<file path="src/ets_pkg.sv">
// Package for the eligibility-trace synapse table.
// Holds shared sizes, operation and status codes, controller states and command types.
// Depends on nothing.
`default_nettype none
package ets_pkg;
	localparam int unsigned DEPTH_DEF = 256;
	localparam logic [16:0] TRACE_ONE = 17'd65536;
	localparam logic [16:0] TRACE_THRESH = 17'd6553;
	localparam logic [15:0] FLOOR_RST = 16'd0;
	localparam logic [15:0] CEIL_RST = 16'd4096;
	localparam logic [15:0] GAIN_RST = 16'd5243;
	localparam int unsigned PADDR_W = 4;
	localparam logic [PADDR_W-1:0] ADDR_FLOOR = 4'd0;
	localparam logic [PADDR_W-1:0] ADDR_CEIL = 4'd4;
	localparam logic [PADDR_W-1:0] ADDR_GAIN = 4'd8;

	localparam logic [2:0] MODE_REG = 3'd0;
	localparam logic [2:0] MODE_UNREG = 3'd1;
	localparam logic [2:0] MODE_SPIKE = 3'd2;
	localparam logic [2:0] MODE_DECAY = 3'd3;
	localparam logic [2:0] MODE_CONV = 3'd4;
	localparam logic [2:0] MODE_READ = 3'd5;

	localparam logic [1:0] STAT_OK = 2'd0;
	localparam logic [1:0] STAT_MISS = 2'd1;
	localparam logic [1:0] STAT_FULL = 2'd2;

	typedef enum logic [3:0] {
		ST_IDLE, ST_DISP, ST_RG, ST_LK_RD, ST_LK_CMP, ST_UN_RD, ST_UN_WR,
		ST_DC_RD, ST_DC_WR, ST_CV_RD, ST_CV_M1, ST_CV_M2, ST_CV_WR, ST_FIN
	} state_t;

	typedef struct packed {
		logic capture;
		logic rd_en;
		logic rd_last;
		logic idx_inc;
		logic wr_reg;
		logic set_full;
		logic set_miss;
		logic hit_read;
		logic spk;
		logic wr_un;
		logic wr_dec;
		logic cv_m1;
		logic cv_m2;
		logic wr_cv;
		logic load_out;
	} cmd_t;

	typedef struct packed {
		logic [2:0] mode;
		logic idx_done;
		logic id_hit;
		logic full;
		logic out_free;
	} stat_t;
endpackage
`default_nettype wire

</file>
<file path="src/ets_cfg.sv">
// APB configuration registers: weight floor, weight ceiling, conversion gain.
// Depends on ets_pkg.
`default_nettype none
module ets_cfg (
	input wire logic clk,
	input wire logic arst_n,
	input wire logic psel,
	input wire logic penable,
	input wire logic pwrite,
	input wire logic [ets_pkg::PADDR_W-1:0] paddr,
	input wire logic [31:0] pwdata,
	output logic [31:0] prdata,
	output logic pready,
	output logic signed [15:0] floor_q,
	output logic signed [15:0] ceil_q,
	output logic [15:0] gain_q
);
	logic wr;
	assign wr = psel && penable && pwrite;
	assign pready = 1'b1;

	always_ff @(posedge clk or negedge arst_n) begin
		if (!arst_n) begin
			floor_q <= ets_pkg::FLOOR_RST;
			ceil_q <= ets_pkg::CEIL_RST;
			gain_q <= ets_pkg::GAIN_RST;
		end else if (wr) begin
			if (paddr == ets_pkg::ADDR_FLOOR) floor_q <= pwdata[15:0];
			if (paddr == ets_pkg::ADDR_CEIL) ceil_q <= pwdata[15:0];
			if (paddr == ets_pkg::ADDR_GAIN) gain_q <= pwdata[15:0];
		end
	end

	always_comb begin
		case (paddr)
			ets_pkg::ADDR_FLOOR: prdata = {16'd0, floor_q};
			ets_pkg::ADDR_CEIL: prdata = {16'd0, ceil_q};
			ets_pkg::ADDR_GAIN: prdata = {16'd0, gain_q};
			default: prdata = 32'd0;
		endcase
	end
endmodule
`default_nettype wire

</file>
<file path="config.mk">
export PLATFORM = sky130hd
export DESIGN_NAME = ets_cfg
export DESIGN_NICKNAME = d
export VERILOG_FILES = /design/src/ets_pkg.sv /design/src/ets_cfg.sv
export SDC_FILE = /design/constraint.sdc
export NUM_CORES = 1
export LEC_CHECK = 0
export BUFFER_PORTS_ARGS = -buffer_cell sky130_fd_sc_hd__buf_4
export CAP_MARGIN = 5
export CORE_MARGIN = 3
export CORE_UTILIZATION = 40
export DETAILED_ROUTE_END_ITERATION = 8
export PLACE_DENSITY = 0.81
export SYNTH_ARGS = -nofsm -noshare
export SYNTH_HDL_FRONTEND = slang
export SYNTH_SLANG_ARGS = --single-unit
</file>
<file path="constraint.sdc">
create_clock -name clk -period 1.1 [get_ports clk]
set_clock_uncertainty 0.15 [all_clocks]
set_input_delay 0.055 -clock clk [delete_from_list [all_inputs] [get_ports clk]]
set_output_delay 0.055 -clock clk [all_outputs]
set_load 0.01 [all_outputs]
</file>
=== Word-level counts from Yosys, hierarchy flattened ===
Index checks and enable logic that the tools add are counted.

* Flip-flop bits (word level): 48
* Input port bits: 41
* Output and inout bits: 81
* Logic and storage cells: 12

* Equal/unequal tests: 2
* Mux-type cells: 1
* Reductions and logical operators: 6

{| class="wikitable"
|+ Operators with widths
! cell !! number
|-
| one-hot mux 16 bit (3 select lines) || 1
|-
| AND reduction 2 bit || 3
|-
| == test 4 x 3 -> 1 bit (second input constant) || 1
|-
| == test 4 bit (second input constant) || 1
|-
| zero test 4 bit || 1
|-
| logical AND 1 bit || 2
|}

=== Logic depth before layout (Yosys ltp) ===
Gate-level depths: netlist of the first run.

* Word-level depth: 3
* Mapped depth: 5
* Gate-level depth less buffers: 3

=== Least setup slack after synthesis of the first run ===
No wires, ideal clock.

* Path type: in2reg
* Start point: in paddr[1] (netlist name)
* End point: reg gain_q[11]
* Data arrival time: 1255 ps
* Required time: 823 ps
* Setup slack: -432 ps
* Cell stages on the path: 5
* Path buffers: 2
* Cell sequence: nor4b_4 -> and4_1 -> buf_4 -> buf_6 -> mux2_1

* Word-level cells in the longest chain between the ends: 2

{| class="wikitable"
|+ RTL lines
! what !! RTL line !! text
|-
| start, declared || ets_cfg.sv:10 || <nowiki>input wire logic [ets_pkg::PADDR_W-1:0] paddr,</nowiki>
|-
| == test 4 bit || ets_cfg.sv:30 || <nowiki>if (paddr == ets_pkg::ADDR_GAIN) gain_q <= pwdata[15:0];</nowiki>
|-
| AND reduction 2 bit (no source line) || -- ||
|-
| end signal, assigned || ets_cfg.sv:26 || <nowiki>gain_q <= ets_pkg::GAIN_RST;</nowiki>
|-
| end signal, assigned || ets_cfg.sv:30 ||
|-
| end, declared || ets_cfg.sv:16 || <nowiki>output logic [15:0] gain_q</nowiki>
|}

No other way between the ends.
A chain may end at the register's enable or synchronous reset.

=== Worst setup path in the final report of the first run ===
* Start point: reg ceil_q[4]
* End point: out prdata[4]

* Word-level cells in the longest chain between the ends: 1

{| class="wikitable"
|+ RTL lines
! what !! RTL line !! text
|-
| start, declared || ets_cfg.sv:15 || <nowiki>output logic signed [15:0] ceil_q,</nowiki>
|-
| start signal, assigned || ets_cfg.sv:25 || <nowiki>ceil_q <= ets_pkg::CEIL_RST;</nowiki>
|-
| start signal, assigned || ets_cfg.sv:29 || <nowiki>if (paddr == ets_pkg::ADDR_CEIL) ceil_q <= pwdata[15:0];</nowiki>
|-
| one-hot mux 16 bit (3 select lines) || ets_cfg.sv:35 || <nowiki>case (paddr)</nowiki>
|-
| end, declared || ets_cfg.sv:12 || <nowiki>output logic [31:0] prdata,</nowiki>
|}

No other way between the ends.

==> results_dict.tcl, run 1 <==
set metrics [dict create \
    seqPwrFrac_pct 43.9 \
    n_fill_cell 320 \
    timing.final.ws_setup_ns -0.398 \
    path_max_fanout 2 \
    period_minus_slack_ns 1.50 \
    clockBufferDepth 2 \
    status "finished, violations left" \
    syn_inst 162 \
    final_nets 355 \
    h-tree-depth 2 \
    final-setup-viol-count 108 \
    regArea_sq_um 1210 \
    yosysTopAreaCell "dfrtp_1" \
    internal-power_mw 3.71 \
    ys_seq_area_share_pct 53.3 \
    power.share.combinational_pct 36.4 \
    slew_violations 0 \
    worstSetupStartpoint "ceil_q[4]$_DFFE_PN0P_" \
    start_util_pct 42.9 \
    final_antenna_net_count 0 \
    yosysWarnings 0 \
    grt_use_total_pct 23.1 \
    insertedDiodeCount 0 \
    synth_top_area_share_pct 42.9 \
    numCtsBuffers 5 \
    place_area_sq_um 3340 \
    place_congestion 0.753 \
    holdWs_ns 0.113 \
    r2r_start "ceil_q[2]$_DFFE_PN0P_" \
    avgSynthCellArea_sq_um 14.0 \
    drc 0 \
    power_switching_mw 1.39 \
    crit_type "reg2out" \
    synthFlopType "dfrtp_1" \
    utilization_pct 78.3 \
    syn_area_sq_um 2270 \
    die_area_sq_um 6630 \
    switching_share_pct 27.3 \
    p_clk_share_pct 19.7 \
    synth_edf_count 0 \
    cp_data_arrival_time_ns 1.29 \
    clk_latency_ns 0.29 \
    avgRoutedWirePerCell_um 19.3 \
    rsz0062_at_grt "true" \
    die_w_um 81.4 \
    core-area_sq_um 5300 \
    regToRegEndpoint "ceil_q[2]$_DFFE_PN0P_" \
    ios 122 \
    synth.distinct_cells 14 \
    reg2regPathDepth 3 \
    drive_above_1_share_pct 66.0 \
    cts.clk_slew.worst_paths_ns 0.09 \
    synthArstFlopShare_pct 100 \
    min_path_type "in2async" \
    grt_pass1_wl_mm 11.4 \
    violations "negative setup slack" \
    drv_cap 0 \
    row_count 26 \
    wirelength_mm 7.43 \
    cts_tree "built" \
    r2r_slack_ns -0.06 \
    dp_hpwl_mm 4.64 \
    crit_required_ns 0.89 \
    leakage_nw 2.12 \
    max_freq_ghz 0.667 \
    die_h_um 81.4 \
    grt_overflow 0 \
    synth-seq-cells 48 \
    post-synth-top-count-cell "dfrtp_1" \
    power_density_nw_per_um2 1230 \
    synthTopCellsByArea "dfrtp_1, mux2_2, mux2_1" \
    cts_sinks 48 \
    cts_root_buffer "clkbuf_8" \
    area_delta_synth_final_pct 82.6 \
    worstSetupEndpointType "output pin" \
    p_total_mw 5.10 \
    port-buffer-count 88 \
    num_vias 1955 \
    antenna_found_initial 0 \
    min_period_over_period_pct 136 \
    grt_max_degree 49 \
    via_per_inst 5.08 \
    peakVddDrop_uv 747 \
    multi_input_area_sq_um 1050 \
    dr.pass1.iters 5 \
    cp-start-kind "flop" \
    grt_pass1_vias 2075 \
    layout.cell_area.non_filler_sq_um 4150 \
    hold_viol 0 \
    drt_iter0_drc 138 \
    ys_top_cells_by_count "dfrtp_1, mux2_2, mux2_1" \
]
## timing repair
action,in CTS,in global routing
hold endpoints to repair,96,0
hold buffers,17,0
resized for setup,131,19
setup buffers,7,11
endpoints found under the setup margin,108,110
gates cloned,2,0
pin swaps,12,7
## routing by layer
metal | GRT usage [%] | vias to the layer above | part of all wire [%]
met4 | 5.91 | 0 | 1.3
met2 | 41.2 | 82 | 52
met1 | 28.2 | 993 | 41
met3 | 5.15 | 10 | 6.2
li1 | - | 870 | -
met5 | 0 | - | 0
## logic make-up (layout without fill, tap and decap cells)
group	Yosys count	in the layout	share of synthesized area, %
compound gates	16	16	7.04
simple gates	6	6	4.18
mux	48	48	23.8
buf+inv	42	180	11.4
flops	48	48	53.3
other cells	2	17	0.330
## power by group through the flow
stage / clock network [mW] / registers (mW) / logic, mW
3_3_place_gp: 0 / 2.20 / 1.35
2_1_floorplan: 0 / 2.34 / 0.407
4_1_cts: 1.03 / 2.22 / 1.80
5_1_grt: 1.12 / 2.26 / 1.97
6_report: 1.01 / 2.24 / 1.86
3_5_place_dp: 0 / 2.21 / 1.39
## through the flow
stage,std cells,setup WS [ns],TNS [ns]
4_1_cts,382,-0.366,-11.81
6_report,385,-0.398,-12.61
2_1_floorplan,177,-0.424,-18.86
3_3_place_gp,355,-0.457,-23.12
3_5_place_dp,355,-0.498,-25.25
5_1_grt,385,-0.504,-16.78
## critical path, cell delays in order (launching register included)
cell and delay, ns:
dfrtp_1 0.38, a222oi_1 0.38, inv_1 0.10, buf_6 0.13
## worst max path at each step
stage / endpoint / slack [ns] / cells past startpoint
after CTS: prdata[13] / -0.37 / 3
after global placement: ceil_q[14]$_DFFE_PN0P_ / -0.46 / 5
after floorplan: ceil_q[10]$_DFFE_PN0P_ / -0.42 / 5
after global routing: prdata[2] / -0.50 / 3
after detailed placement: ceil_q[14]$_DFFE_PN0P_ / -0.50 / 5
final: prdata[4] / -0.40 / 3
## area by class of cell
| type | instances | share of cell area, % |
|---|---|---|
| sequential | 48 | 29.2 |
| inverter | 16 | 1.45 |
| timing repair buffer | 156 | 40.1 |
| multi-input combinational | 87 | 25.2 |
| tap | 70 | 2.11 |
| clock inverter | 1 | 0.120 |
| clock buffer | 7 | 1.84 |
## placed cells by master, fill, tap and decap left out, drive strengths merged
master	instances
buf	139
mux2	48
dfrtp	39
conb	17
dlygate4sd3	17
a222oi	16
inv	16
dfstp	9
clkbuf	7
and4	3
nor4b	2
nor4	1
clkinv	1
## state kept, by name, indices dropped and copies added, names as in the netlist
register / count
gain_q: 16
ceil_q: 16
floor_q: 16
No activity file was read; power rests on OpenSTA's default activity.
==> run 2: changes to the inputs <==
Settings changed: ABC_CLOCK_PERIOD_IN_PS set to 1100, CORE_MARGIN 3 to 2, CTS_CLUSTER_DIAMETER set to 40.
==> run 2 against run 1 <==
  * The run still ends with negative setup slack left
  * Register-to-register slack is essentially flat
  * Combinational power grew 4%
  * Largest power group unchanged
  * Setup slack lost 0.064 ns
  * Die area shrank 4.9%
==> results_dict.tcl, run 2 (synthesized netlist as in run 1, its figures left out) <==
set metrics [dict create \
    num_vias 1981 \
    crit_type "reg2out" \
    cp_data_arrival_time_ns 1.36 \
    final-setup-viol-count 109 \
    hold_viol 0 \
    dp_hpwl_mm 4.35 \
    die_area_sq_um 6310 \
    final_antenna_net_count 0 \
    grt_overflow 0 \
    timing.final.ws_setup_ns -0.462 \
    row_count 27 \
    clockBufferDepth 2 \
    place_congestion 0.773 \
    drc 0 \
    die_h_um 79.4 \
    rsz0062_at_grt "true" \
    core-area_sq_um 5510 \
    p_total_mw 5.24 \
    final_cell_mix "buf_6, mux2_4, dfrtp_1, buf_4" \
    min_period_over_period_pct 142 \
    slowest_stage "a222oi_1" \
    multi_input_area_sq_um 1050 \
    antenna_found_initial 0 \
    grt_pass1_vias 2096 \
    grt_pass1_wl_mm 11.6 \
    min_path_type "in2async" \
    cts.clk_slew.worst_paths_ns 0.10 \
    drt_iter0_drc 175 \
    violations "negative setup slack" \
    wirelength_mm 7.76 \
    cp-start-kind "flop" \
    path_max_fanout 2 \
    final_common_cell "buf_6" \
    period_minus_slack_ns 1.56 \
    n_fill_cell 345 \
    place_area_sq_um 3340 \
    numCtsBuffers 5 \
    layout.cell_area.non_filler_sq_um 4230 \
    area_delta_synth_final_pct 86.1 \
    final_cells 392 \
    clk_latency_ns 0.29 \
    insertedDiodeCount 0 \
    power_density_nw_per_um2 1240 \
    reg2regPathDepth 3 \
    reg.largest.list "ceil_q x16, floor_q x16, gain_q x16" \
    slew_violations 0 \
    start_util_pct 41.3 \
    avgRoutedWirePerCell_um 19.8 \
    dr.pass1.iters 7 \
    grt_use_total_pct 24.4 \
    max_stage_delay_ns 0.41 \
    cts_tree "built" \
    regArea_sq_um 1210 \
    ios 122 \
    crit_required_ns 0.89 \
    grt_max_degree 49 \
    h-tree-depth 2 \
    via_per_inst 5.05 \
    r2r_slack_ns -0.07 \
    final_nets 360 \
    die_w_um 79.4 \
    fin_setup_tns_ns -11.84 \
    status "finished, violations left" \
    regToRegEndpoint "ceil_q[5]$_DFFE_PN0P_" \
    dp_cells 356 \
    max_freq_ghz 0.640 \
    cp_cell_sequence "a222oi_1 > inv_1 > buf_4" \
    drv_cap 0 \
    worstSetupEndpointType "output pin" \
    drive_above_1_share_pct 66.6 \
    cts_sinks 48 \
    leakage_nw 2.16 \
    cts_root_buffer "clkbuf_8" \
    port-buffer-count 88 \
    r2r_start "ceil_q[5]$_DFFE_PN0P_" \
    peakVddDrop_uv 869 \
]
run 2: stage by stage:
stage / util (%) / worst slack (ns) / hold WS (ns)
after floorplan: - / -0.424 / -0.391
after global placement: 60.7 / -0.428 / -0.106
after detailed placement: 60.7 / -0.454 / -0.102
after CTS: 75.1 / -0.453 / 0.137
after global routing: 76.9 / -0.528 / 0.134
final: 76.9 / -0.462 / 0.104
run 2: timing repair:
| action | CTS | global route |
|---|---|---|
| cloned | 3 | 0 |
| buffers inserted | 13 | 16 |
| endpoints found under the hold margin | 96 | 0 |
| pin swaps | 14 | 13 |
| endpoints found under the setup margin | 109 | 112 |
| hold buffers | 17 | 0 |
| resized for setup | 132 | 29 |
run 2: worst max path at each step:
stage / end / start / cells after the start
after CTS: prdata[8] / ceil_q[8]$_DFFE_PN0P_ / 3
after global routing: prdata[1] / ceil_q[1]$_DFFE_PN0P_ / 3
after detailed placement: floor_q[10]$_DFFE_PN0P_ / paddr[2] / 5
after floorplan: ceil_q[10]$_DFFE_PN0P_ / paddr[3] / 5
after global placement: floor_q[9]$_DFFE_PN0P_ / paddr[2] / 5
final: prdata[8] / ceil_q[8]$_DFFE_PN0P_ / 3
run 2: layout make-up:
class | count | area share, %
clock buffers | 7 | 1.80
repair buffers | 161 | 41.2
inverters | 16 | 1.42
flip-flops and latches | 48 | 28.6
clock inverters | 1 | 0.118
well taps | 72 | 2.13
multi-input cells | 87 | 24.7
run 2: report_power, final:
group	switching (mW)	internal [mW]	leakage [nW]
clock	0.617	0.449	0.0422
combinational	0.654	1.27	1.51
sequential	0.211	2.03	0.612
run 2: worst max-delay path: cells and delay by family, from the launching register on:
family | cells | cell delay (ns)
DFF | 1 | 0.40
AOI/OAI and AO/OA | 1 | 0.41
buffers and inverters | 2 | 0.23
run 2: per-layer routing:
metal  routed length (um)  global-route usage (%)  vias up
met5                    0                       0        -
met4                   53                    4.14        0
met3                  278                    4.07        7
met2                 4390                    46.8       80
met1                 3040                    28.9     1018
li1                     -                       -      876
==> run 3: changes to the inputs <==
Settings changed: ABC_AREA set to 0, TNS_END_PERCENT set to 5.
==> run 3 against run 2 <==
  * The flow still finishes with violations (negative setup slack)
  * First-iteration DRC count decreased by 32%
  * Power decreased by 0.56%
  * Flip-flop and latch count unchanged
  * Critical endpoint is now prdata[12]
  * Via count decreased by 6.9%
  * Die area unchanged
  * Critical path depth unchanged
  * Combinational power decreased by 14%
  * Global-route usage decreased by 3.4 points
  * Final cell count decreased by 2.6%
  * Critical path type unchanged
  * Clock power increased by 24%
  * Worst hold slack improved by 0.0024 ns
==> results_dict.tcl, run 3 (synthesized netlist as in run 1, its figures left out) <==
set metrics [dict create \
    regArea_sq_um 1210 \
    clk_latency_ns 0.29 \
    worstSetupEndpointType "output pin" \
    cts_tree "built" \
    drt_iter0_drc 119 \
    area_delta_synth_final_pct 74.0 \
    grt_max_degree 49 \
    rsz0062_at_grt "true" \
    leakage_nw 2.06 \
    worstSetupStartpoint "floor_q[12]$_DFFE_PN0P_" \
    cp-start-kind "flop" \
    insertedDiodeCount 0 \
    cts_root_buffer "clkbuf_8" \
    r2r_start "floor_q[2]$_DFFE_PN0P_" \
    num_vias 1844 \
    final_nets 350 \
    dr.pass1.iters 4 \
    crit_required_ns 0.89 \
    power_density_nw_per_um2 1320 \
    drc 0 \
    clockBufferDepth 2 \
    slew_violations 0 \
    multi_input_area_sq_um 980 \
    hold_viol 0 \
    h-tree-depth 2 \
    final-setup-viol-count 108 \
    dp_hpwl_mm 4.15 \
    avgRoutedWirePerCell_um 17.1 \
    port-buffer-count 88 \
    antenna_found_initial 0 \
    drive_above_1_share_pct 65.8 \
    status "finished, violations left" \
    ios 122 \
    peakVddDrop_uv 809 \
    cts.clk_slew.worst_paths_ns 0.09 \
    timing.final.ws_setup_ns -0.435 \
    drv_cap 0 \
    die_w_um 79.4 \
    final_cell_mix "buf_6, buf_4, dfrtp_1, mux2_4" \
    n_fill_cell 364 \
    p_total_mw 5.21 \
    row_count 27 \
    violations "negative setup slack" \
    min_period_over_period_pct 140 \
    period_minus_slack_ns 1.54 \
    reg.largest.list "ceil_q x16, floor_q x16, gain_q x16" \
    reg2regPathDepth 2 \
    path_max_fanout 2 \
    grt_pass1_vias 1945 \
    wirelength_mm 6.53 \
    place_congestion 0.766 \
    grt_use_total_pct 21.0 \
    fin_setup_tns_ns -11.08 \
    worstSetupEndpoint "prdata[12]" \
    die_h_um 79.4 \
    final_common_cell "buf_6" \
    start_util_pct 41.3 \
    r2r_slack_ns 0.03 \
    regToRegEndpoint "floor_q[2]$_DFFE_PN0P_" \
    final_antenna_net_count 0 \
    core-area_sq_um 5510 \
    max_freq_ghz 0.651 \
    dp_cells 356 \
    min_path_type "in2async" \
    crit_type "reg2out" \
    final_cells 382 \
    numCtsBuffers 5 \
    grt_overflow 0 \
    cp_data_arrival_time_ns 1.33 \
    utilization_pct 71.9 \
    via_per_inst 4.83 \
    grt_pass1_wl_mm 10.0 \
    cts_sinks 48 \
    die_area_sq_um 6310 \
]
==> run 3: cell count changes in the layout (fill, tap and decap cells not counted), sizes merged <==
cell,previous run,this run
buf,144,134
bufinv,0,1
clkbuf,7,6
==> run 3: per-stage QoR <==
| step | hold slack (ns) | instance area (sq um) | worst slack [ns] |
|---|---|---|---|
| 3_5_place_dp | -0.103 | 3330 | -0.493 |
| 3_3_place_gp | -0.107 | 3330 | -0.466 |
| 2_1_floorplan | -0.391 | 2440 | -0.424 |
| 4_1_cts | 0.120 | 3840 | -0.372 |
| 5_1_grt | 0.111 | 3960 | -0.528 |
| 6_report | 0.106 | 3960 | -0.435 |
==> run 3: layout make-up <==
cell class | instances | share of cell area, %
repair buffers | 151 | 37.8
clock buffers | 6 | 2.09
well taps | 72 | 2.28
clock inverters | 2 | 0.980
multi-input cells | 87 | 24.7
inverters | 16 | 1.52
flip-flops and latches | 48 | 30.6
==> run 3: worst min path at each step <==
stage / slack (ns) / depth (start not counted) / from / end
after detailed placement: -0.10 / 2 / arst_n / floor_q[11]$_DFFE_PN0P_
after CTS: 0.12 / 3 / arst_n / gain_q[2]$_DFFE_PN0P_
after global placement: -0.11 / 2 / arst_n / gain_q[11]$_DFFE_PN0P_
after global routing: 0.11 / 3 / arst_n / gain_q[8]$_DFFE_PN0P_
after floorplan: -0.39 / 0 / arst_n / ceil_q[0]$_DFFE_PN0P_
final: 0.11 / 3 / arst_n / gain_q[8]$_DFFE_PN0P_
==> run 3: routing by layer <==
metal	vias up	routed length [um]	part of all wire, %	global-route usage, %
li1	855	-	-	-
met1	894	2550	39	25.0
met2	80	3450	53	37.0
met3	15	372	5.7	5.20
met4	0	147	2.3	7.07
met5	-	0	0	0
==> run 3: critical path, cell delays in order (launching register included) <==
cell      delay (ns)
dfrtp_1         0.41
a222oi_1        0.39
inv_1           0.10
buf_6           0.14
==> run 3: power by group <==
part           switching, mW  internal, mW  total [mW]  leakage, nW
Sequential             0.184          2.03        2.22        0.612
Clock                  0.591         0.744        1.33       0.0614
Combinational          0.583          1.07        1.66         1.38
Total                   1.36          3.85        5.21         2.06
==> run 3: timing repair <==
item	in CTS	in global routing
hold buffers	17	0
setup buffers	1	0
gates resized for setup	58	31
pin swaps	8	6
endpoints found under the hold margin	96	0
endpoints found under the setup margin	108	111
