**src/ets_pkg.sv**
```systemverilog
// Package for the eligibility-trace synapse table.
// Holds shared sizes, operation and status codes, controller states and command types.
// Depends on nothing.
`default_nettype none
package ets_pkg;
	localparam int unsigned DEPTH_DEF = 256;
	localparam logic [16:0] TRACE_ONE = 17'd65536;
	localparam logic [16:0] TRACE_THRESH = 17'd6553;
	localparam logic [15:0] FLOOR_RST = 16'd0;
	localparam logic [15:0] CEIL_RST = 16'd4096;
	localparam logic [15:0] GAIN_RST = 16'd5243;
	localparam int unsigned PADDR_W = 4;
	localparam logic [PADDR_W-1:0] ADDR_FLOOR = 4'd0;
	localparam logic [PADDR_W-1:0] ADDR_CEIL = 4'd4;
	localparam logic [PADDR_W-1:0] ADDR_GAIN = 4'd8;

	localparam logic [2:0] MODE_REG = 3'd0;
	localparam logic [2:0] MODE_UNREG = 3'd1;
	localparam logic [2:0] MODE_SPIKE = 3'd2;
	localparam logic [2:0] MODE_DECAY = 3'd3;
	localparam logic [2:0] MODE_CONV = 3'd4;
	localparam logic [2:0] MODE_READ = 3'd5;

	localparam logic [1:0] STAT_OK = 2'd0;
	localparam logic [1:0] STAT_MISS = 2'd1;
	localparam logic [1:0] STAT_FULL = 2'd2;

	typedef enum logic [3:0] {
		ST_IDLE, ST_DISP, ST_RG, ST_LK_RD, ST_LK_CMP, ST_UN_RD, ST_UN_WR,
		ST_DC_RD, ST_DC_WR, ST_CV_RD, ST_CV_M1, ST_CV_M2, ST_CV_WR, ST_FIN
	} state_t;

	typedef struct packed {
		logic capture;
		logic rd_en;
		logic rd_last;
		logic idx_inc;
		logic wr_reg;
		logic set_full;
		logic set_miss;
		logic hit_read;
		logic spk;
		logic wr_un;
		logic wr_dec;
		logic cv_m1;
		logic cv_m2;
		logic wr_cv;
		logic load_out;
	} cmd_t;

	typedef struct packed {
		logic [2:0] mode;
		logic idx_done;
		logic id_hit;
		logic full;
		logic out_free;
	} stat_t;
endpackage
`default_nettype wire

```
**src/ets_ctrl.sv**
```systemverilog
// Controller state machine for the synapse table: sequences each operation.
// Depends on ets_pkg.
`default_nettype none
module ets_ctrl (
	input wire logic clk,
	input wire logic arst_n,
	input wire logic in_valid,
	output logic in_ready,
	input wire ets_pkg::stat_t st,
	output ets_pkg::cmd_t cmd
);
	ets_pkg::state_t state_q, state_d;

	always_ff @(posedge clk or negedge arst_n) begin
		if (!arst_n) state_q <= ets_pkg::ST_IDLE;
		else state_q <= state_d;
	end

	always_comb begin
		state_d = state_q;
		case (state_q)
			ets_pkg::ST_IDLE: if (in_valid) state_d = ets_pkg::ST_DISP;
			ets_pkg::ST_DISP: begin
				case (st.mode)
					ets_pkg::MODE_REG: state_d = ets_pkg::ST_RG;
					ets_pkg::MODE_UNREG, ets_pkg::MODE_SPIKE,
					ets_pkg::MODE_READ: state_d = ets_pkg::ST_LK_RD;
					ets_pkg::MODE_DECAY: state_d = ets_pkg::ST_DC_RD;
					ets_pkg::MODE_CONV: state_d = ets_pkg::ST_CV_RD;
					default: state_d = ets_pkg::ST_FIN;
				endcase
			end
			ets_pkg::ST_RG: state_d = ets_pkg::ST_FIN;
			ets_pkg::ST_LK_RD: state_d = st.idx_done ? ets_pkg::ST_FIN : ets_pkg::ST_LK_CMP;
			ets_pkg::ST_LK_CMP: begin
				if (!st.id_hit) state_d = ets_pkg::ST_LK_RD;
				else if (st.mode == ets_pkg::MODE_UNREG) state_d = ets_pkg::ST_UN_RD;
				else state_d = ets_pkg::ST_FIN;
			end
			ets_pkg::ST_UN_RD: state_d = ets_pkg::ST_UN_WR;
			ets_pkg::ST_UN_WR: state_d = ets_pkg::ST_FIN;
			ets_pkg::ST_DC_RD: state_d = st.idx_done ? ets_pkg::ST_FIN : ets_pkg::ST_DC_WR;
			ets_pkg::ST_DC_WR: state_d = ets_pkg::ST_DC_RD;
			ets_pkg::ST_CV_RD: state_d = st.idx_done ? ets_pkg::ST_FIN : ets_pkg::ST_CV_M1;
			ets_pkg::ST_CV_M1: state_d = ets_pkg::ST_CV_M2;
			ets_pkg::ST_CV_M2: state_d = ets_pkg::ST_CV_WR;
			ets_pkg::ST_CV_WR: state_d = ets_pkg::ST_CV_RD;
			ets_pkg::ST_FIN: if (st.out_free) state_d = ets_pkg::ST_IDLE;
			default: state_d = ets_pkg::ST_IDLE;
		endcase
	end

	always_comb begin
		cmd = '0;
		in_ready = 1'b0;
		case (state_q)
			ets_pkg::ST_IDLE: begin
				in_ready = 1'b1;
				cmd.capture = in_valid;
			end
			ets_pkg::ST_RG: begin
				cmd.set_full = st.full;
				cmd.wr_reg = !st.full;
			end
			ets_pkg::ST_LK_RD: begin
				cmd.rd_en = !st.idx_done;
				cmd.set_miss = st.idx_done;
			end
			ets_pkg::ST_LK_CMP: begin
				cmd.idx_inc = !st.id_hit;
				cmd.spk = st.id_hit && (st.mode == ets_pkg::MODE_SPIKE);
				cmd.hit_read = st.id_hit && (st.mode == ets_pkg::MODE_READ);
			end
			ets_pkg::ST_UN_RD: begin
				cmd.rd_en = 1'b1;
				cmd.rd_last = 1'b1;
			end
			ets_pkg::ST_UN_WR: cmd.wr_un = 1'b1;
			ets_pkg::ST_DC_RD, ets_pkg::ST_CV_RD: cmd.rd_en = !st.idx_done;
			ets_pkg::ST_DC_WR: begin
				cmd.wr_dec = 1'b1;
				cmd.idx_inc = 1'b1;
			end
			ets_pkg::ST_CV_M1: cmd.cv_m1 = 1'b1;
			ets_pkg::ST_CV_M2: cmd.cv_m2 = 1'b1;
			ets_pkg::ST_CV_WR: begin
				cmd.wr_cv = 1'b1;
				cmd.idx_inc = 1'b1;
			end
			ets_pkg::ST_FIN: cmd.load_out = st.out_free;
			default: cmd = '0;
		endcase
	end
endmodule
`default_nettype wire

```
**config.mk**
```make
export PLATFORM = sky130hd
export DESIGN_NAME = ets_ctrl
export DESIGN_NICKNAME = d
export VERILOG_FILES = /design/src/ets_pkg.sv /design/src/ets_ctrl.sv
export SDC_FILE = /design/constraint.sdc
export NUM_CORES = 1
export LEC_CHECK = 0
export BUFFER_PORTS_ARGS = -buffer_cell sky130_fd_sc_hd__buf_2
export CORE_AREA = 8 8 45 47
export CTS_CLUSTER_DIAMETER = 100
export CTS_CLUSTER_SIZE = 24
export DETAILED_ROUTE_END_ITERATION = 16
export DIE_AREA = 0 0 53 55
export PLACE_DENSITY = 0.69
export SLEW_MARGIN = 15
export SYNTH_ARGS = -nofsm -noshare
export SYNTH_HDL_FRONTEND = slang
export SYNTH_SLANG_ARGS = --single-unit
export TNS_END_PERCENT = 50
```
**constraint.sdc**
```tcl
create_clock -name clk -period 3.9 [get_ports clk]
set_input_delay 0.39 -clock clk [delete_from_list [all_inputs] [get_ports clk]]
set_output_delay 0.39 -clock clk [all_outputs]
set_load 0.01 [all_outputs]
```
; Word level (Yosys, flattened, before mapping)
; Index checks and enable logic that the tools add are counted.
[word_totals]
regBits = 4
input_bits = 10
out_inout_bits = 16
[op_classes]
n_eq_ne = 20
mux = 23
reduce_logical = 12
[ops]
columns = op, count
row1 = $pmux W4 S13, 1
row2 = $eq A4 B4 Y1 const B, 6
row3 = $mux W4, 5
row4 = $eq A4 B3 Y1 const B, 4
row5 = $pmux W4 S4, 1
row6 = $mux W1, 10
row7 = $eq A4 B2 Y1 const B, 2
row8 = $eq A3 B2 Y1 const B, 2
row9 = $eq A3 B3 Y1 const B, 2
row10 = $mux W3, 2
row11 = $reduce_or A3 Y1, 2
row12 = $eq A4 B1 Y1 const B, 1
row13 = $logic_not A4 Y1, 1
row14 = $mux W2, 2
row15 = $ne A2 B2 Y1 const B, 2
row16 = $pmux W1 S2, 2
row17 = $reduce_or A2 Y1, 2
row18 = $eq A3 B1 Y1 const B, 1
row19 = $logic_not A1 Y1, 3
row20 = $logic_not A3 Y1, 1
row21 = $logic_and A1 B1 Y1, 2
row22 = $reduce_and A2 Y1, 1

; Logic depth before layout (Yosys ltp)
; Gate-level depths: netlist of run 1.
[logic_depth]
word_depth = 4
depth_mapped = 5

; Worst setup path before layout of run 1
; OpenSTA, ideal clock, no wires.
[synth_path]
kind = reg2out
start = register state_q[1]
end = output cmd[6] (netlist name)
t_arrival_ps = 1338
required_ps = 3510
path_slack_ps = 2172
stages_incl_launch_ff = 6
cell_sequence = dfrtp_1 > buf_6 > nor2_2 > and4_1 > inv_2 > nor4b_1
[synth_rtl]
columns = element, line
row1 = start: declaration, ets_ctrl.sv:12  ; ets_pkg::state_t state_q, state_d;
row2 = start signal: assignment, ets_ctrl.sv:15  ; if (!arst_n) state_q <= ets_pkg::ST_IDLE;
row3 = start signal: assignment, ets_ctrl.sv:16  ; else state_q <= state_d;
row4 = end: declaration, ets_ctrl.sv:10  ; output ets_pkg::cmd_t cmd

==> results of run 1 <==
-- cells in the final DEF, fill, tap and decap left out, drive strengths merged, types with 2 or more instances in the layout --
cell type / synthesis / final
dfrtp: 4 / 4
nand2b: 7 / 7
buf: 5 / 25
nor4: 3 / 3
a21oi: 5 / 5
nor2: 11 / 11
inv: 6 / 6
a211oi: 2 / 2
clkbuf: 1 / 3
nor3: 7 / 7
a31oi: 2 / 2
nand2: 7 / 7
and4: 2 / 2
o21ai: 8 / 8
mux2i: 2 / 2
-- worst max path at each step --
stage / startpoint / end / slack [ns]
global placement: state_q[1]$_DFFE_PN0P_ / cmd[6] / 2.04
finish: state_q[1]$_DFFE_PN0P_ / cmd[6] / 1.72
floorplan: state_q[1]$_DFFE_PN0P_ / cmd[6] / 2.17
global route: state_q[1]$_DFFE_PN0P_ / cmd[6] / 1.60
detailed placement: state_q[1]$_DFFE_PN0P_ / cmd[6] / 1.95
CTS: state_q[1]$_DFFE_PN0P_ / cmd[6] / 1.69
-- cell families after synthesis --
| group | synth area share (%) |
|---|---|
| DFF | 18.4 |
| muxes | 3.68 |
| AOI/OAI and AO/OA | 23.9 |
| buffers and inverters | 10.6 |
| and+or+nand+nor | 43.5 |
-- layout make-up --
class	count	area share, %
flip-flops and latches	4	14.6
inverters	6	3.28
well taps	16	2.91
repair buffers	26	19.7
clock buffers	3	3.28
multi-input cells	67	56.3
-- per-stage QoR --
stage	setup slack (ns)	area [um^2]	hold WS (ns)
after floorplan	2.17	544	0.0944
after CTS	1.69	687	0.486
after global routing	1.60	687	0.506
final	1.72	687	0.489
after detailed placement	1.95	654	0.194
after global placement	2.04	654	0.195
-- power groups by stage --
stage               registers (mW)  clock network [mW]  logic [mW]
finish                       0.143              0.0494       0.321
global route                 0.152              0.0544       0.360
CTS                          0.142              0.0505       0.320
detailed placement           0.142                   0       0.318
global placement             0.143                   0       0.323
floorplan                   0.0798                   0       0.304
-- layer usage --
metal | GRT usage (%) | part of all wire, % | vias up
met5 | 0 | 0 | -
met4 | 3.88 | 0.93 | 0
met3 | 2.67 | 8.4 | 2
met2 | 20.3 | 50 | 30
met1 | 12.4 | 40 | 312
li1 | - | - | 347
-- repair_timing --
action | in CTS | in global routing
resized for setup | 0 | 0
endpoints found under the hold margin | 4 | 0
hold buffers | 1 | 0
setup buffers | 0 | 0
==> reports/qor.yml, run 1 <==
async_reset_ff_share_pct: 100
regArea_um2: 100
cellPowerDensity_nw_per_um2: 748
cts.sinks: 4
fin_nets: 118
final_antenna_net_count: 0
synth_seq_cells: 4
worstSetupEndpointType: "output pin"
synth-main-ff-cell: "dfrtp_1"
seqPwrFrac_pct: 27.9
fin_cells: 122
hpwlAfterDp_um: 1250
io_pins: 26
clkSlewWorstSetupHoldPaths_ns: 0.04
grt_overflow_total: 0
drt-total-wl_um: 1620
setup_viol: 0
synth_common_cells: "nor2_1 (10), nand2_1 (7), nand2b_1 (7), nor3_1 (7), o21ai_0 (7)"
regMostFlops: "state_q"
cp_num_cells: 5
p_switching_mw: 0.277
tns_ns: 0
fin_crit_sh_pct: 55.9
mappedNetlistNets: 93
critical_path_class: "reg -> out"
max_stage_delay_ns: 0.56
grt_max_degree: 20
nFillCells: 151
coreArea_um2: 1380
critPathBufInv: 2
start_kind: "flip-flop"
power_mw: 0.514
grt_pass1_vias: 621
r2r_cells: 4
grt_setup_unrepaired: "no"
grt_pass1_wl_um: 2640
wl_per_cell_um: 13.2
start_util_pct: 39.3
numCtsBuffers: 3
ys_types: 30
yosysWarnings: 0
cp.required_ns: 3.51
yosys-top-cells-area: "dfrtp_1 (18%), nand2b_1 (8.0%), nor2_1 (6.9%)"
cp_data_arrival_time_ns: 1.79
r2r_slack_ns: 2.16
avgSynthCellArea_um2: 6.56
first_pass_iters: 4
syn_to_final_growth_pct: 26.2
vdd_drop_max_v: 0.000266
clk_path_buf_depth: 2
hold_viol: 0
hold_class: "in -> async"
worstPathCellList: "nor2_2 > and4_1 > inv_2 > nor4b_1 > buf_2"
crit_slowest_cell: "dfrtp_1"
skew_ns: 0.00447
syn_area_um2: 544
slew_violations: 0
synth_top_cell_area_share_pct: 18.4
cts_max_level: 1
die_h_um: 55
p_comb_share_pct: 62.5
synth-edff-count: 0
clockRootBuffer: "clkbuf_4"
drcViolationCount: 0
postLayoutCoreUtil_pct: 49.6
synth.largest_area_cell: "dfrtp_1"
tightest_slew_ns: 0.538
placedCellCount: 118
internal-power_mw: 0.237
switching_share_pct: 53.9
top_regs: "state_q x4"
yosysMostFrequentCell: "nor2_1"
dieArea_um2: 2920
place.port_buffers: 25
rows: 14
grtUsageTotal_pct: 11.2
vias_per_cell: 5.66
timing.rr.start: "state_q[1]$_DFFE_PN0P_"
largest_register_ffs: 4
pwr-share-clk_pct: 9.6
timing.rr.end: "state_q[2]$_DFFE_PN0P_"
cap_violations: 0
vias: 691
insertion_delay_ns: 0.23
drt-initial-drc-count: 28
syn_inst: 83
place.gp.congestion: 0.897
cp_top_family: "simple AND/OR/NAND/NOR gates"
antenna_found_initial: 0
fin_crit_ns: 2.18
cts_tree: "yes"
multi_input_area_um2: 387
fmax_ghz: 0.459
status: "finished clean"
die_w_um: 53
diodes: 0
p_leak_nw: 0.340
relSlewSlack_pct: 64.1
drive_gt1_share_pct: 30.2
ys_seq_area_share_pct: 18.4
cp_max_fo: 19
(Power assumes the default switching activity.)
==> run 2: changes to the inputs <==
--- a/config.mk
+++ b/config.mk
@@ -6,12 +6,12 @@
 export NUM_CORES = 1
 export LEC_CHECK = 0
 export BUFFER_PORTS_ARGS = -buffer_cell sky130_fd_sc_hd__buf_2
-export CORE_AREA = 8 8 45 47
+export CORE_MARGIN = 8
+export CORE_UTILIZATION = 40
 export CTS_CLUSTER_DIAMETER = 100
 export CTS_CLUSTER_SIZE = 24
 export DETAILED_ROUTE_END_ITERATION = 16
-export DIE_AREA = 0 0 53 55
-export PLACE_DENSITY = 0.69
+export PLACE_DENSITY = 0.7
 export SLEW_MARGIN = 15
 export SYNTH_ARGS = -nofsm -noshare
 export SYNTH_HDL_FRONTEND = slang
==> constraint.sdc (replaced) <==
create_clock -name clk -period 2 [get_ports clk]
set_input_delay 0.2 -clock clk [delete_from_list [all_inputs] [get_ports clk]]
set_output_delay 0.2 -clock clk [all_outputs]
set_load 0.01 [all_outputs]
==> reports/qor.yml, run 2 (same netlist as run 1, synthesis figures left out) <==
grt_setup_unrepaired: "no"
fin_crit_sh_pct: 93.4
die_w_um: 52.9  # -0.22%
final_cell_mix: "buf_2 (25), nor2_1 (10)"
wl_per_cell_um: 13.8  # +3.9%
post-cts-setup-buffer-count: 0  # unchanged
vias: 714  # +3.3%
cellPowerDensity_nw_per_um2: 1480  # +98%
dieArea_um2: 2800  # -4.1%
final_antenna_net_count: 0  # unchanged
grt_max_degree: 15  # -25%
fin_cells: 124  # +1.6%
slew_violations: 0  # unchanged
antenna_found_initial: 0  # unchanged
start_util_pct: 42.4  # +3.0 points
final_common_cell: "buf_2"
drt-initial-drc-count: 24  # -14%
cp.required_ns: 1.80  # -1.71 ns
setup_viol: 0  # unchanged
start_kind: "flip-flop"
die_h_um: 52.9  # -3.8%
diodes: 0  # unchanged
critical_path_class: "reg -> out"
grt_overflow_total: 0  # unchanged
clockRootBuffer: "clkbuf_4"
worstSetupEndpointType: "output pin"
place_area_um2: 676  # +3.3%
fin_nets: 121  # +2.5%
io_pins: 26  # unchanged
postLayoutCoreUtil_pct: 55.6  # +6.0 points
largest_register_ffs: 4  # unchanged
place.gp.congestion: 0.884  # -1.5%
first_pass_iters: 4  # unchanged
drive_gt1_share_pct: 33.0  # +2.8 points
drcViolationCount: 0  # unchanged
place.port_buffers: 25  # unchanged
drt-total-wl_um: 1710  # +5.6%
cp_max_fo: 9  # -10
clkSlewWorstSetupHoldPaths_ns: 0.04  # about the same
vdd_drop_max_v: 0.000523  # +96%
vias_per_cell: 5.76  # +1.7%
power_mw: 1.06  # +110%
numCtsBuffers: 3  # unchanged
hold_viol: 0  # unchanged
status: "finished clean"
rows: 13  # -1
grt_pass1_vias: 637  # +2.6%
relSlewSlack_pct: 70.7  # +6.5 points
p_leak_nw: 0.354  # +4.3%
skew_ns: 0.00393  # -0.000540 ns
fin_crit_ns: 1.87
hold_class: "in -> async"
hpwlAfterDp_um: 1330  # +6.2%
cts_tree: "yes"
coreArea_um2: 1280  # -7.1%
cts.sinks: 4  # unchanged
top_regs: "state_q x4"
fmax_ghz: 0.535
cts_max_level: 1  # unchanged
syn_to_final_growth_pct: 31.3
tightest_slew_ns: 0.440  # -0.0981 ns
cap_violations: 0  # unchanged
regMostFlops: "state_q"
clk_path_buf_depth: 2  # unchanged
grt_pass1_wl_um: 2750  # +4.2%
postLayoutCellArea_um2: 714  # +4.0%
placedCellCount: 120  # +1.7%
insertion_delay_ns: 0.23  # about the same
tns_ns: 0  # unchanged
grtUsageTotal_pct: 12.6  # +1.5 points
cp_data_arrival_time_ns: 1.67  # -0.12 ns
## run 2: cell types whose count changed in the layout (fill, tap and decap cells not counted), sizes merged
cell	change
buf	+3
## run 2: critical path, stage by stage (launching register included)
cell and delay [ns]:
dfrtp_1 0.46, nor2_2 0.22, and4_1 0.26, inv_2 0.06
nor4b_1 0.25, buf_2 0.18
## run 2: worst paths after layout
check	to	startpoint	slack, ns	cells after the start
min	state_q[2]$_DFFE_PN0P_	arst_n	0.30	2
max in group asynchronous	state_q[0]$_DFFE_PN0P_	arst_n	1.58	2
max reg2reg	state_q[2]$_DFFE_PN0P_	state_q[3]$_DFFE_PN0P_	0.45	4
max	cmd[6]	state_q[1]$_DFFE_PN0P_	0.13	5
min in group clk	state_q[3]$_DFFE_PN0P_	st[6]	0.34	3
min reg2reg	state_q[1]$_DFFE_PN0P_	state_q[0]$_DFFE_PN0P_	0.67	2
## run 2: area by class of cell
class / count / area, um^2
Clock buffer: 3 / 22.5
Timing Repair Buffer: 29 / 158
Fill cell: 139 / 571
Sequential cell: 4 / 100
Inverter: 6 / 22.5
Multi-Input combinational cell: 67 / 393
Tap cell: 15 / 18.8
## run 2: timing repair
item                                   CTS  global route
resized for setup                        0             1
setup endpoints to repair                0             1
endpoints found under the hold margin    4             0
hold buffers                             1             0
## run 2: power by group
part           leakage, nW  total, mW  switching (mW)  internal [mW]
clock               0.0138     0.0981          0.0311         0.0670
sequential          0.0485      0.224          0.0988          0.126
combinational        0.292      0.735           0.427          0.308
total                0.354       1.06           0.557          0.500
## run 2: per-layer routing
layer	part of all wire (%)	vias up	routed length [um]	track usage, %
met5	0	-	0	0
met4	1.1	0	18	5.17
met3	9.0	5	153	3.64
met2	50	37	857	20.5
met1	40	323	677	15.0
li1	-	349	-	-
## run 2: metrics by stage
stage	hold slack (ns)	setup WS [ns]
after global routing	0.314	0.0452
after detailed placement	0.00483	0.321
after floorplan	-0.0956	0.462
after global placement	0.00550	0.328
after CTS	0.303	0.0664
final	0.301	0.132
==> run 3: changes to the inputs <==
--- a/config.mk
+++ b/config.mk
@@ -5,9 +5,10 @@
 export SDC_FILE = /design/constraint.sdc
 export NUM_CORES = 1
 export LEC_CHECK = 0
+export ABC_AREA = 1
 export BUFFER_PORTS_ARGS = -buffer_cell sky130_fd_sc_hd__buf_2
 export CORE_MARGIN = 8
-export CORE_UTILIZATION = 40
+export CORE_UTILIZATION = 39
 export CTS_CLUSTER_DIAMETER = 100
 export CTS_CLUSTER_SIZE = 24
 export DETAILED_ROUTE_END_ITERATION = 16
==> reports/qor.yml, run 3 <==
rows: 13  # unchanged
cp.required_ns: 1.80  # about the same
place.port_buffers: 25  # unchanged
drt-total-wl_um: 1630  # -4.4%
hold_viol: 0  # unchanged
hpwlAfterDp_um: 1400  # +5.5%
relSlewSlack_pct: 75.2  # +4.5 points
grt_pass1_wl_um: 2660  # -3.0%
dp_slack_ns: 0.501  # +0.180 ns
mappedNetlistNets: 108  # +16%
placedCellCount: 137  # +14%
clockRootBuffer: "clkbuf_4"
fin_crit_sh_pct: 87.1  # -6.2 points
worstSetupEndpointType: "output pin"
clkSlewWorstSetupHoldPaths_ns: 0.04  # about the same
postLayoutCoreUtil_pct: 53.7  # -1.9 points
grt_overflow_total: 0  # unchanged
syn_inst: 98  # +18%
tns_ns: 0  # unchanged
largest_register_ffs: 4  # unchanged
fin_cells: 141  # +14%
fin_nets: 138  # +14%
skew_ns: 0.00474  # +0.000811 ns
grtUsageTotal_pct: 12.2  # -0.43 points
place.gp.congestion: 0.922  # +4.3%
insertion_delay_ns: 0.24  # about the same
synth_top_cell_area_share_pct: 19.3  # +0.94 points
io_pins: 26  # unchanged
start_kind: "flip-flop"
post-cts-setup-buffer-count: 0  # unchanged
diodes: 0  # unchanged
numCtsBuffers: 3  # unchanged
async_reset_ff_share_pct: 100  # unchanged
drcViolationCount: 0  # unchanged
drt-initial-drc-count: 16  # -33%
cap_violations: 0  # unchanged
die_w_um: 52.7  # -0.42%
fmax_ghz: 0.574  # +7.2%
slew_violations: 0  # unchanged
cp_max_fo: 8  # -1
yosysWarnings: 0  # unchanged
cts_max_level: 1  # unchanged
critical_path_class: "reg -> out"
vias: 704  # -1.4%
top_regs: "state_q x4"
grt_setup_unrepaired: "no"
ys_seq_area_share_pct: 19.1  # +0.70 points
final_cell_mix: "nand2_1 (27), buf_2 (25), inv_1 (20)"
synth_seq_cells: 4  # unchanged
syn_area_um2: 524  # -3.7%
die_h_um: 52.7  # -0.42%
final_antenna_net_count: 0  # unchanged
ys_types: 17  # -43%
fin_crit_ns: 1.74  # -0.125 ns
cts.sinks: 4  # unchanged
power_mw: 0.963  # -8.9%
antenna_found_initial: 0  # unchanged
grt_max_degree: 9  # -6
first_pass_iters: 4  # unchanged
setup_viol: 0  # unchanged
synth.largest_area_cell: "nand2_1"
dieArea_um2: 2770  # -0.83%
cts_tree: "yes"
avgSynthCellArea_um2: 5.35  # -18%
coreArea_um2: 1280  # unchanged
drive_gt1_share_pct: 31.7  # -1.3 points
vdd_drop_max_v: 0.000538  # +3.0%
start_util_pct: 40.8  # -1.6 points
synth_common_cells: "nand2_1 (27), inv_1 (20), nor2_1 (12), nand3_1 (10), nor2_2 (5)"
synth-edff-count: 0  # unchanged
vias_per_cell: 4.99  # -13%
status: "finished clean"
postLayoutCellArea_um2: 689  # -3.5%
tightest_slew_ns: 0.373  # -0.0671 ns
cp_data_arrival_time_ns: 1.54  # -0.13 ns
yosysMostFrequentCell: "nand2_1"
p_leak_nw: 0.464  # +31%
hold_class: "in -> reg"
hold_slack_ns: 0.291  # -0.00989 ns
syn_to_final_growth_pct: 31.5
grt_pass1_vias: 684  # +7.4%
regMostFlops: "state_q"
yosys-top-cells-area: "nand2_1 (19%), dfrtp_1 (19%), inv_1 (14%)"
place_area_um2: 657  # -2.8%
cellPowerDensity_nw_per_um2: 1400  # -5.6%
wl_per_cell_um: 11.6  # -16%
setup_ws_ns: 0.257  # +0.125 ns
synth-main-ff-cell: "dfrtp_1"
final_common_cell: "nand2_1"
clk_path_buf_depth: 2  # unchanged
## run 3: changes by cell type after synthesis, moves of 3 or more
cell | before | now
nor4_1 | 3 | 0
o21ai_0 | 7 | 3
nor2_2 | 1 | 5
inv_1 | 4 | 20
a21oi_1 | 5 | 0
nand2_1 | 7 | 27
nand3_1 | 1 | 10
nand2b_1 | 7 | 0
buf_2 | 4 | 0
nor3_1 | 7 | 4
## run 3: final timing paths
path	startpoint	to	slack [ns]	depth (start not counted)
min in group asynchronous	arst_n	state_q[2]$_DFFE_PN0P_	0.30	2
setup / recovery	state_q[0]$_DFFE_PN0P_	cmd[7]	0.26	6
max in group asynchronous	arst_n	state_q[3]$_DFFE_PN0P_	1.58	2
setup reg to reg	state_q[0]$_DFFE_PN0P_	state_q[0]$_DFFE_PN0P_	0.56	7
hold reg to reg	state_q[3]$_DFFE_PN0P_	state_q[1]$_DFFE_PN0P_	0.79	2
hold / removal	st[6]	state_q[3]$_DFFE_PN0P_	0.29	3
## run 3: layout make-up
class                      instances  area (um^2)
clock buffer                       3         22.5
fill                             153          596
inverter                          24         90.1
multi-input combinational         69          323
sequential                         4          100
tap                               15         18.8
timing repair buffer              26          135
## run 3: cells by family (layout without fill, tap and decap cells)
logic type / count (synthesis) / after routing / synth area share (%)
compound gates: 7 / 7 / 8.59
buf+inv: 25 / 53 / 19.3
flops: 4 / 4 / 19.1
simple gates: 62 / 62 / 53.0
## run 3: repair_timing
item	CTS	global route
hold endpoints to repair	4	0
gates resized for setup	0	0
hold buffers	1	0
## run 3: power by group
group          internal [mW]  switching (mW)  total [mW]
sequential             0.126          0.0893       0.216
clock                 0.0670          0.0319      0.0989
combinational          0.227           0.421       0.648
## run 3: worst max-delay path, stage by stage (launching register included)
cell and delay (ns):
dfrtp_1 0.50, nor2_4 0.23, inv_1 0.08, nor2_2 0.11
nand2_1 0.10, nor3_1 0.12, buf_2 0.15
## run 3: per-layer routing
metal / vias to the layer above / global-route usage (%) / routed length [um]
met5: - / 0 / 0
met4: 0 / 7.33 / 17
met3: 2 / 0.568 / 173
met2: 45 / 21.5 / 775
met1: 294 / 13.9 / 666
li1: 363 / - / -
